File: src/hdl/assert_macros.svh
// Assertion helpers; every property is clocked on i_clk and muted during reset.
`ifndef ASSERT_MACROS_SVH
`define ASSERT_MACROS_SVH

// Condition must hold at every clock edge.
`define RAT_ASSERT_ALWAYS(label, expr, msg) \
    label: assert property (@(posedge i_clk) disable iff (!i_rst_n) (expr)) \
        else $error(msg);

// Consequent must hold in the same cycle as the antecedent.
`define RAT_ASSERT_IMPL(label, ante, cons, msg) \
    label: assert property (@(posedge i_clk) disable iff (!i_rst_n) (ante) |-> (cons)) \
        else $error(msg);

// Consequent must hold in the cycle after the antecedent.
`define RAT_ASSERT_NEXT(label, ante, cons, msg) \
    label: assert property (@(posedge i_clk) disable iff (!i_rst_n) (ante) |=> (cons)) \
        else $error(msg);

`endif

File: src/hdl/rat_pkg.sv
package rat_pkg;

    // Table geometry
    localparam int MAX_ENTRIES = 64;
    localparam int TARGET_BITS = 10;
    localparam int IDX_W       = $clog2(MAX_ENTRIES);
    localparam int CNT_W       = $clog2(MAX_ENTRIES + 1);
    localparam int TGT_W       = TARGET_BITS + 1;
    localparam int USES_W      = 16;

    // Port field widths
    localparam int KIND_W   = 1;
    localparam int TNUM_W   = 10;
    localparam int SLOT_W   = 6;
    localparam int STATUS_W = 2;
    localparam int KEEP_W   = (TARGET_BITS < TNUM_W) ? TARGET_BITS : TNUM_W;

    // All-ones code marks an unused surface or bone field
    localparam logic [TGT_W-1:0]  NO_TARGET = '1;
    localparam logic [USES_W-1:0] USES_MAX  = '1;
    localparam logic [USES_W-1:0] USES_ONE  = USES_W'(1);

    typedef struct packed {
        logic [TGT_W-1:0]  surface;
        logic [TGT_W-1:0]  bone;
        logic [USES_W-1:0] uses;
    } t_entry;

    localparam int ENTRY_W = $bits(t_entry);

    typedef enum logic [STATUS_W-1:0] {
        ST_HIT   = 2'd0,
        ST_REUSE = 2'd1,
        ST_NEW   = 2'd2,
        ST_FULL  = 2'd3
    } t_status;

    // Sequencer step addresses
    typedef enum logic [2:0] {
        S_IDLE,
        S_READ,
        S_CHECK,
        S_NEXT,
        S_HIT,
        S_DECIDE
    } t_step;

    // Branch conditions
    typedef enum logic [2:0] {
        C_ALWAYS,
        C_IN_VALID,
        C_HIT,
        C_LAST,
        C_OUT_FREE
    } t_cond;

    // Datapath operations
    typedef enum logic [2:0] {
        A_LATCH,
        A_READ,
        A_NOTE,
        A_NEXT,
        A_HIT,
        A_NEW
    } t_act;

    typedef struct packed {
        t_cond cond;
        t_step tgt_true;
        t_step tgt_false;
        t_act  act;
    } t_uword;

    // Control store: one word per step
    function automatic t_uword rat_ucode(input t_step step);
        t_uword uw;
        unique case (step)
            S_IDLE:   uw = '{cond: C_IN_VALID, tgt_true: S_READ,   tgt_false: S_IDLE,
                             act: A_LATCH};
            S_READ:   uw = '{cond: C_ALWAYS,   tgt_true: S_CHECK,  tgt_false: S_CHECK,
                             act: A_READ};
            S_CHECK:  uw = '{cond: C_HIT,      tgt_true: S_HIT,    tgt_false: S_NEXT,
                             act: A_NOTE};
            S_NEXT:   uw = '{cond: C_LAST,     tgt_true: S_DECIDE, tgt_false: S_CHECK,
                             act: A_NEXT};
            S_HIT:    uw = '{cond: C_OUT_FREE, tgt_true: S_IDLE,   tgt_false: S_HIT,
                             act: A_HIT};
            S_DECIDE: uw = '{cond: C_OUT_FREE, tgt_true: S_IDLE,   tgt_false: S_DECIDE,
                             act: A_NEW};
            default:  uw = '{cond: C_ALWAYS,   tgt_true: S_IDLE,   tgt_false: S_IDLE,
                             act: A_READ};
        endcase
        return uw;
    endfunction

endpackage

File: src/hdl/refcounted_attach_table_top.sv
// A hit ends the scan at its slot; a reuse, a new allocation or a full report
// follows the scan of every slot. Requests: one at a time, set by the scan of
// the single entry RAM read port (two sequencer steps per slot); a new request
// is taken only while the sequencer is idle. Reset: synchronous, active low;
// clears the sequencer, the allocated bits and count, the scan flags and the
// output valid. Entry RAM contents stay undefined until written.
`include "assert_macros.svh"

module refcounted_attach_table_top (
    input  logic                          i_clk,
    input  logic                          i_rst_n,
    input  logic                          i_valid,
    output logic                          o_ready,
    input  logic [rat_pkg::KIND_W-1:0]    i_target_kind,
    input  logic [rat_pkg::TNUM_W-1:0]    i_target_number,
    output logic                          o_valid,
    input  logic                          i_ready,
    output logic [rat_pkg::SLOT_W-1:0]    o_slot_index,
    output logic [rat_pkg::STATUS_W-1:0]  o_status,
    output logic [rat_pkg::USES_W-1:0]    o_use_count
);

    import rat_pkg::*;

    // Sequencer
    t_step  r_upc, n_upc;
    t_uword w_uw;
    logic   w_fire;

    // Request and scan registers
    logic             r_is_bone;
    logic [TGT_W-1:0] r_tgt;
    logic [IDX_W-1:0] r_idx;
    logic             r_empty_ok;
    logic [IDX_W-1:0] r_empty;
    logic             r_free_ok;
    logic [IDX_W-1:0] r_free;
    t_entry           r_entry;

    // Table control state
    logic [MAX_ENTRIES-1:0] r_alloc;
    logic [CNT_W-1:0]       r_alloc_cnt;

    // Output beat
    logic              r_o_valid;
    logic [SLOT_W-1:0] r_o_slot;
    t_status           r_o_status;
    logic [USES_W-1:0] r_o_uses;

    // Datapath signals
    t_entry            w_rd;
    t_entry            w_new_entry;
    t_entry            w_wdata;
    logic              w_we;
    logic [IDX_W-1:0]  w_waddr;
    logic [IDX_W-1:0]  w_raddr;
    logic [IDX_W-1:0]  w_idx_inc;
    logic [TGT_W-1:0]  w_held;
    logic [TGT_W-1:0]  w_in_tgt;
    logic [USES_W-1:0] w_uses_inc;
    logic              w_hit;
    logic              w_empty;
    logic              w_last;
    logic              w_out_free;
    logic              w_in_acc;
    logic              w_do_hit;
    logic              w_do_new;
    logic              w_set_alloc;
    t_status           w_status;
    logic [SLOT_W-1:0] w_slot;
    logic [USES_W-1:0] w_uses;

    // Entry store
    rat_ram #(
        .WIDTH (ENTRY_W),
        .DEPTH (MAX_ENTRIES)
    ) u_entry_ram (
        .i_clk   (i_clk),
        .i_we    (w_we),
        .i_waddr (w_waddr),
        .i_wdata (w_wdata),
        .i_raddr (w_raddr),
        .o_rdata (w_rd)
    );

    // Compare and scan helpers
    assign w_in_tgt   = TGT_W'(i_target_number[KEEP_W-1:0]);
    assign w_idx_inc  = r_idx + 1'b1;
    assign w_last     = (r_idx == IDX_W'(MAX_ENTRIES - 1));
    assign w_held     = r_is_bone ? w_rd.bone : w_rd.surface;
    assign w_hit      = r_alloc[r_idx] && (w_held == r_tgt);
    assign w_empty    = r_alloc[r_idx] && (w_rd.bone == NO_TARGET)
                        && (w_rd.surface == NO_TARGET);
    assign w_out_free = !r_o_valid || i_ready;
    assign w_uses_inc = (r_entry.uses == USES_MAX) ? USES_MAX : r_entry.uses + 1'b1;

    assign w_new_entry.surface = r_is_bone ? NO_TARGET : r_tgt;
    assign w_new_entry.bone    = r_is_bone ? r_tgt : NO_TARGET;
    assign w_new_entry.uses    = USES_ONE;

    // Decode the control word and branch
    always_comb begin
        w_uw = rat_ucode(r_upc);
        unique case (w_uw.cond)
            C_ALWAYS:   w_fire = 1'b1;
            C_IN_VALID: w_fire = i_valid;
            C_HIT:      w_fire = w_hit;
            C_LAST:     w_fire = w_last;
            C_OUT_FREE: w_fire = w_out_free;
            default:    w_fire = 1'b0;
        endcase
        n_upc = w_fire ? w_uw.tgt_true : w_uw.tgt_false;
    end

    // Step register
    always_ff @(posedge i_clk) begin
        if (!i_rst_n) begin
            r_upc <= S_IDLE;
        end else begin
            r_upc <= n_upc;
        end
    end

    assign w_in_acc = (w_uw.act == A_LATCH) && w_fire;
    assign w_do_hit = (w_uw.act == A_HIT) && w_fire;
    assign w_do_new = (w_uw.act == A_NEW) && w_fire;

    // Read address: advance one slot on the next step
    assign w_raddr = (w_uw.act == A_NEXT) ? w_idx_inc : r_idx;

    // Commit: pick slot, status and write data
    always_comb begin
        w_we        = 1'b0;
        w_waddr     = r_idx;
        w_wdata     = w_new_entry;
        w_set_alloc = 1'b0;
        w_status    = ST_FULL;
        w_slot      = '0;
        w_uses      = '0;
        if (w_do_hit) begin
            w_we          = 1'b1;
            w_wdata       = r_entry;
            w_wdata.uses  = w_uses_inc;
            w_status      = ST_HIT;
            w_slot        = SLOT_W'(r_idx);
            w_uses        = w_uses_inc;
        end else if (w_do_new) begin
            if (r_empty_ok) begin
                w_we     = 1'b1;
                w_waddr  = r_empty;
                w_status = ST_REUSE;
                w_slot   = SLOT_W'(r_empty);
                w_uses   = USES_ONE;
            end else if (r_free_ok) begin
                w_we        = 1'b1;
                w_waddr     = r_free;
                w_set_alloc = 1'b1;
                w_status    = ST_NEW;
                w_slot      = SLOT_W'(r_free);
                w_uses      = USES_ONE;
            end
        end
    end

    // Control state: allocated bits, count, output valid, scan flags
    always_ff @(posedge i_clk) begin
        if (!i_rst_n) begin
            r_alloc     <= '0;
            r_alloc_cnt <= '0;
            r_o_valid   <= 1'b0;
            r_empty_ok  <= 1'b0;
            r_free_ok   <= 1'b0;
        end else begin
            if (w_set_alloc) begin
                r_alloc[r_free] <= 1'b1;
                r_alloc_cnt     <= r_alloc_cnt + 1'b1;
            end
            if (w_do_hit || w_do_new) begin
                r_o_valid <= 1'b1;
            end else if (i_ready) begin
                r_o_valid <= 1'b0;
            end
            if (w_in_acc) begin
                r_empty_ok <= 1'b0;
                r_free_ok  <= 1'b0;
            end else if (w_uw.act == A_NOTE) begin
                if (w_empty && !r_empty_ok) begin
                    r_empty_ok <= 1'b1;
                end
                if (!r_alloc[r_idx] && !r_free_ok) begin
                    r_free_ok <= 1'b1;
                end
            end
        end
    end

    // Payload: request, scan position, candidate slots, output beat
    always_ff @(posedge i_clk) begin
        if (w_in_acc) begin
            r_is_bone <= i_target_kind[0];
            r_tgt     <= w_in_tgt;
            r_idx     <= '0;
        end else if (w_uw.act == A_NEXT) begin
            r_idx <= w_idx_inc;
        end
        if (w_uw.act == A_NOTE) begin
            r_entry <= w_rd;
            if (w_empty && !r_empty_ok) begin
                r_empty <= r_idx;
            end
            if (!r_alloc[r_idx] && !r_free_ok) begin
                r_free <= r_idx;
            end
        end
        if (w_do_hit || w_do_new) begin
            r_o_slot   <= w_slot;
            r_o_status <= w_status;
            r_o_uses   <= w_uses;
        end
    end

    assign o_ready      = (r_upc == S_IDLE);
    assign o_valid      = r_o_valid;
    assign o_slot_index = r_o_slot;
    assign o_status     = r_o_status;
    assign o_use_count  = r_o_uses;

    // Checks
    `RAT_ASSERT_ALWAYS(a_alloc_count, r_alloc_cnt == $countones(r_alloc), "allocated count drifted")
    `RAT_ASSERT_IMPL(a_full_only_when_full, w_do_new && (w_status == ST_FULL), &r_alloc, "full reported with a free slot")
    `RAT_ASSERT_IMPL(a_hit_allocated, w_do_hit, r_alloc[r_idx], "hit on an unallocated slot")
    `RAT_ASSERT_IMPL(a_new_slot_free, w_set_alloc, !r_alloc[r_free], "allocating a slot already in use")
    `RAT_ASSERT_NEXT(a_beat_loaded, w_do_hit || w_do_new, o_valid, "committed result not presented")

endmodule

File: src/hdl/rat_ram.sv
module rat_ram #(
    parameter int WIDTH = 8,
    parameter int DEPTH = 64
) (
    input  logic                     i_clk,
    input  logic                     i_we,
    input  logic [$clog2(DEPTH)-1:0] i_waddr,
    input  logic [WIDTH-1:0]         i_wdata,
    input  logic [$clog2(DEPTH)-1:0] i_raddr,
    output logic [WIDTH-1:0]         o_rdata
);

    logic [WIDTH-1:0] r_mem [DEPTH];
    logic [WIDTH-1:0] r_rdata;

    // Write port
    always_ff @(posedge i_clk) begin
        if (i_we) begin
            r_mem[i_waddr] <= i_wdata;
        end
    end

    // Registered read port
    always_ff @(posedge i_clk) begin
        r_rdata <= r_mem[i_raddr];
    end

    assign o_rdata = r_rdata;

endmodule

File: config.mk
export PLATFORM = sky130hd
export DESIGN_NAME = refcounted_attach_table_top
export DESIGN_NICKNAME = d
export VERILOG_FILES = /design/src/hdl/rat_pkg.sv /design/src/hdl/refcounted_attach_table_top.sv /design/src/hdl/rat_ram.sv
export VERILOG_INCLUDE_DIRS = /design/src /design/src/hdl
export SDC_FILE = /design/constraint.sdc
export NUM_CORES = 2
export LEC_CHECK = 0
export ABC_AREA = 1
export CAP_MARGIN = 40
export CORE_AREA = 4 4 613 615
export DETAILED_ROUTE_END_ITERATION = 7
export DIE_AREA = 0 0 617 619
export DONT_BUFFER_PORTS = 1
export MAX_ROUTING_LAYER = met4
export PLACE_DENSITY = 0.48
export SYNTH_ARGS = -nofsm -noshare
export SYNTH_HDL_FRONTEND = slang
export SYNTH_SLANG_ARGS = --single-unit
File: constraint.sdc
create_clock -name i_clk -period 16.3 [get_ports i_clk]
set_input_delay 3.26 -clock i_clk [delete_from_list [all_inputs] [get_ports i_clk]]
set_output_delay 3.26 -clock i_clk [all_outputs]
set_load 0.1 [all_outputs]
Word-level counts from Yosys, hierarchy flattened
Memory sizes are Yosys's and may differ from the RTL's. A register that Yosys moved wholly into a read port is not among the register bits.
Cells that the tools add are included.
{ "word_totals": {"reg_bits": 161, "ramBits": 2432, "input_bits": 15, "output_inout_bits": 26, "word_cells": 103, "n_memories": 1} }
{ "mem_list": {"columns": ["name", "words", "width", "rd", "rd_ports_with_merged_regs", "write_ports", "line_no", "source"], "rows": [
  ["u_entry_ram.r_mem", 64, 38, 1, 1, 1, "rat_ram.sv:13", "logic [WIDTH-1:0] r_mem [DEPTH];"]
]} }
{ "op_classes": {"add_sub_neg": 2, "n_lt_le_gt_ge": 3, "eq_ne": 18, "mux": 39, "bitwise_logic": 2, "n_reduce_logical": 22} }
{ "op_table": {"columns": ["op", "n"], "rows": [
  ["$pmux W12 S6", 1],
  ["$or A64 B64 Y64", 1],
  ["$mux W6", 9],
  ["$mux W38", 1],
  ["$mux W11", 3],
  ["$mux W16", 2],
  ["$eq A11 B11 Y1 const B", 2],
  ["$eq A3 B2 Y1 const B", 6],
  ["$mux W1", 17],
  ["$add A16 B1 Y16 const B", 1],
  ["$eq A16 B16 Y1 const B", 1],
  ["$eq A3 B3 Y1 const B", 5],
  ["$lt A6 B7 Y1 const B", 2],
  ["$eq A11 B10 Y1", 1],
  ["$logic_and A1 B1 Y1", 9],
  ["$logic_not A3 Y1", 3],
  ["$add A6 B1 Y6 const B", 1],
  ["$bmux W1 S6", 1],
  ["$demux W1 S6", 1],
  ["$eq A3 B1 Y1 const B", 2],
  ["$eq A6 B6 Y1 const B", 1],
  ["$ge A6 B1 Y1 const B", 1],
  ["$pmux W1 S5", 1],
  ["$logic_not A1 Y1", 4],
  ["7 further kinds", 10]
]} }

Longest topological paths before layout
{ "logic_depth": {"ltp_word": 9, "depth_mapped": 18, "ltp_nobuf": 17} }

Hierarchy
From an unflattened synthesis, not the netlist that was laid out.
{ "hier_totals": {"hier_cells": 9003, "hier_area_um2": 105817.7} }
{ "by_module_without_submodules": {"columns": ["module", "n_inst", "cells_per_inst", "area_per_inst_um2", "seq_area_each_um2"], "rows": [
  ["rat_ram", 1, 8027, 97886.4, 73790.8],
  ["refcounted_attach_table_top", 1, 976, 7931.4, 4073.9]
]} }

Worst setup path after synthesis
OpenSTA, ideal clock, no wires.
{ "synth_timing": {"kind": "input port to flip-flop", "start": "input port i_ready", "end": "memory u_entry_ram.r_mem[0][14] in the netlist's numbering, data pin", "setup_ps": 768, "arrival_ps": 6782, "t_required_ps": 15532, "path_slack_ps": 8750, "path_stages": 9, "n_path_buf": 1, "path_cell_list": "inv_1 -> nand2_1 -> nand2_1 -> nand2_1 -> nor2_1 -> nand2_4 -> nand2_2 -> buf_2 -> a311oi_1"} }
{ "synth_between": {"elab_chain_len": 4} }
{ "synth_lines": {"columns": ["element", "line_no", "source"], "rows": [
  ["start, declared", "refcounted_attach_table_top.sv:17", "input logic i_ready,"],
  ["$logic_or A1 B1 Y1", "refcounted_attach_table_top.sv:94", "assign w_out_free = !r_o_valid || i_ready;"],
  ["$pmux W1 S5", "refcounted_attach_table_top.sv:104", "unique case (w_uw.cond)"],
  ["$logic_and A1 B1 Y1", "refcounted_attach_table_top.sv:125", "assign w_do_hit = (w_uw.act == A_HIT) && w_fire;"],
  ["$mux W38", "refcounted_attach_table_top.sv:140", "if (w_do_hit) begin"],
  ["via u_entry_ram.i_wdata[14]", "rat_ram.sv:8", "input logic [WIDTH-1:0] i_wdata,"],
  ["end, declared", "rat_ram.sv:13", null]
]} }
The timed path passes the listed nets, and every way through them passes these cells.

Worst setup path after layout
{ "layout_timing": {"start": "register r_idx[0]", "end": "register u_entry_ram.r_rdata[11], in the netlist u_entry_ram.o_rdata[11], read port of u_entry_ram.r_mem"} }
{ "layout_between": {"elab_chain_len": 2} }
{ "layout_lines": {"columns": ["element", "line_no", "source"], "rows": [
  ["start, declared", "refcounted_attach_table_top.sv:33", "logic [IDX_W-1:0] r_idx;"],
  ["start signal, assigned", "refcounted_attach_table_top.sv:204", "r_idx <= w_idx_inc;"],
  ["$add A6 B1 Y6", "refcounted_attach_table_top.sv:88", "assign w_idx_inc = r_idx + 1'b1;"],
  ["$mux W6 *", null, null],
  ["end, declared", "rat_ram.sv:14", "logic [WIDTH-1:0] r_rdata;"]
]} }
Mark *: on every way between the ends. The rest lies on a longest branch, timed or not.
A chain may end at the register's enable or synchronous reset.

==> run metrics <==
FP Rows=224; stages on the worst setup path=14; part of the power in combinational logic=18.8%; Final HPWL DP=183500 um; Starting Density=27.87%; Data arrival, critical path=7.06 ns; register bit total from synthesis=2631; CP max stage cell=buf_4; Sw Ratio=30.60%; Syn Nets=7732; period utilization=38.78%; ratio of cells with drive above 1 in the final layout=9.598%; share of synthesized registers carrying an async set or reset=0%; dominant synthesized flop cell=edfxtp_1; Routed WL=324400 um; DRT iter0 DRCs=6863; Syn Area/Cell=13.39 um^2; Hold Buf Count CTS=0; vias per cell=5.124; Mapped Cells=7715; Yosys cell types=44; YS warnings=0; number of global-route vias before repair=62650; RSZ-0062 raised after global routing=false; outcome=finished clean; max cap viols=0; Largest delay share family, worst path=buffers and inverters; hold path depth=0; Final min period=6.321 ns; Hold WC Path Type=flip-flop to flip-flop; Clk pwr share=35.0%; placed cell count=12330; Num CTS Buffers=282; io pins=41; number of flops mapped to enable cells by yosys=2517; setup violators final=0; Chip Height=619 um; final hold viol count=0; pwr/cell area=147.8 nW/um^2; setup_tns=0 ns; Post-Synthesis Cell Area=103300 um^2; clock tree buffer depth=4; first-pass iteration count of the detailed router=7; gpl congestion=0.8387; Startpoint Class=flip-flop; CTS root buf=clkbuf_16; drt drc=0; Buf/Inv on CP=6; Slew @ Worst Pin=1.070 ns; largest net degree at the start of global routing=191; Remaining Overflow, GRT=0; area grow syn2layout=15.18%; Worst Skew=0.06302 ns; Peak VDD IR=81.58 uV; Clock H-tree levels=5; clk slew on worst S/H paths=0.06 ns; Worst path most repeated cell=buf_4; critical path capture point type=flip-flop; Switch Pwr=5382 uW; Die Width=617 um; Port Buffers=0; Worst slew margin=28.67%; TritonCTS Sinks=2631; Resized cells post-CTS=0; Critical Path Fanout Max=154; Max Slew Vio Count=0; Non-Filler Instances=12840; Routed WL per cell=25.26 um; cell internal pwr=12210 uW; Critical Path RT=17.04 ns; CP max stage delay=0.70 ns; Total GRT Usage=16.80%; Worst Setup Path Type=flip-flop to flip-flop; initial antenna violation count=15; Routed Antenna Nets=0; via count=65790; CTS tree=yes; FF-to-FF path depth=14; Nets=7664; layout filler cell count=36340; clk_lat worst skew=0.86 ns; first-pass GRT wire length=462000 um; Leakage=0.03606 uW; Reg power frac=46.2%; Die ar.=381900 um^2; Max Clock Freq=158.2 MHz; core area=370800 um^2; # Post-CTS Setup Buffers=0; CP cell instances=buf_4 -> inv_4 -> nand2_1 -> nand2_8 -> inv_16 -> buf_4 -> buf_4 -> buf_4 -> o21ai_0 -> o221ai_1 -> o211ai_1 -> nand3_1 -> nand3_1 -> nand2_1; sequential area share after synthesis=75.36%
==> worst reg2reg max path: cells and delay by family (launching register included) <==
family,cells,cell delay [ns]
flops,1,0.31
buf+inv,6,3.76
compound gates,3,0.67
simple gates,5,1.48
==> metrics by stage <==
step | cell area (um^2) | setup WS, ns | utilization [%] | hold WS [ns] | total power, uW
floorplan | 103300 | 8.750 | - | 0.3855 | 10130
global placement | 109500 | 9.186 | 29.53 | 0.3986 | 11420
detailed placement | 110300 | 9.369 | 29.74 | 0.3933 | 11580
CTS | 119000 | 10.02 | 32.08 | 0.4062 | 17740
global route | 119000 | 9.626 | 32.09 | 0.4211 | 18280
finish | 119000 | 9.979 | 32.09 | 0.4088 | 17590
==> Yosys cell counts (all sizes together), types with 11 or more instances <==
master | count | share of area [%]
edfxtp | 2517 | 73
nor2 | 1446 | 5.3
o21ai | 1239 | 6.0
clkbuf | 400 | 1.5
o211ai | 350 | 2.5
nand3 | 319 | 1.7
o22ai | 310 | 1.9
nand2 | 283 | 1.1
o221ai | 261 | 2.2
buf | 169 | 0.96
inv | 130 | 0.48
dfxtp | 114 | 2.2
a21oi | 98 | 0.47
a31oi | 20 | 0.12
nand4 | 11 | 0.067
==> state kept, by name (all words and copies together) (netlist names), 2 cells and up <==
name,cells
r_tgt,10
r_upc,3
u_entry_ram.r_mem,2432
o_slot_index,6
r_entry,38
o_status,2
r_alloc,64
r_idx,6
r_empty,6
o_use_count,16
r_free,6
u_entry_ram.o_rdata,38
==> final cells by class <==
| type | instances | area (um^2) | area share (%) |
|---|---|---|---|
| timing repair buffer | 217 | 2258 | 1.898 |
| tap | 4972 | 6221 | 5.228 |
| antenna | 13 | 32.53 | 0.02734 |
| sequential | 2631 | 77870 | 65.43 |
| inverter | 131 | 543.0 | 0.4563 |
| multi-input combinational | 4384 | 23400 | 19.66 |
| clock buffer | 367 | 7690 | 6.462 |
| clock inverter | 126 | 991.0 | 0.8327 |
==> final timing paths <==
check	startpoint	endpoint	slack [ns]
max	r_idx[0]$_SDFF_PP0_	u_entry_ram.o_rdata[11]$_DFF_P_	9.98
min	u_entry_ram.o_rdata[1]$_DFF_P_	r_entry[1]$_DFFE_PP_	0.41
max reg2reg	r_idx[0]$_SDFF_PP0_	u_entry_ram.o_rdata[11]$_DFF_P_	9.98
min reg2reg	u_entry_ram.o_rdata[1]$_DFF_P_	r_entry[1]$_DFFE_PP_	0.41
==> layer usage <==
| metal | wire [um] | track usage [%] | vias up | share of wire [%] |
|---|---|---|---|---|
| met3 | 21470 | 2.571 | 436 | 6.6 |
| li1 | - | - | 29100 | - |
| met4 | 7856 | 4.095 | 0 | 2.4 |
| met1 | 146900 | 23.52 | 33990 | 45 |
| met2 | 148100 | 25.65 | 2272 | 46 |
| met5 | 0 | - | - | 0 |
==> cell usage in the layout (no fill, tap or decap), drive strengths merged, types with 3 or more instances in the layout <==
cell type  netlist  final
o22ai          310    310
nand4           11     11
xor2            10     10
nand3          319    319
o22a            10     10
o221ai         261    261
nor2          1446   1446
nor3             3      3
xnor2            4      4
a21oi           98     98
clkbuf         400    368
nor4             3      3
clkinv           1    101
diode            0     13
edfxtp        2517   2517
o211ai         350    350
bufinv           0     14
clkinvlp         0      4
o21ai         1239   1239
a31oi           20     20
buf            169    216
dfxtp          114    114
nand2          283    283
nand3b           7      7
inv            130    138
==> logic make-up after synthesis <==
kind of cell / share of synthesized area (%)
compound gates: 13.35
fa+ha+maj: 0.02422
xor+xnor: 0.1332
flops: 75.36
simple gates: 8.230
buf+inv: 2.900
==> power groups by stage <==
stage	clock network (uW)	logic [uW]	registers, uW
global route	6570	3580	8120
CTS	6290	3320	8120
floorplan	0	1820	8310
finish	6160	3310	8120
global placement	0	3100	8330
detailed placement	0	3320	8260
(Power assumes the default switching activity.)
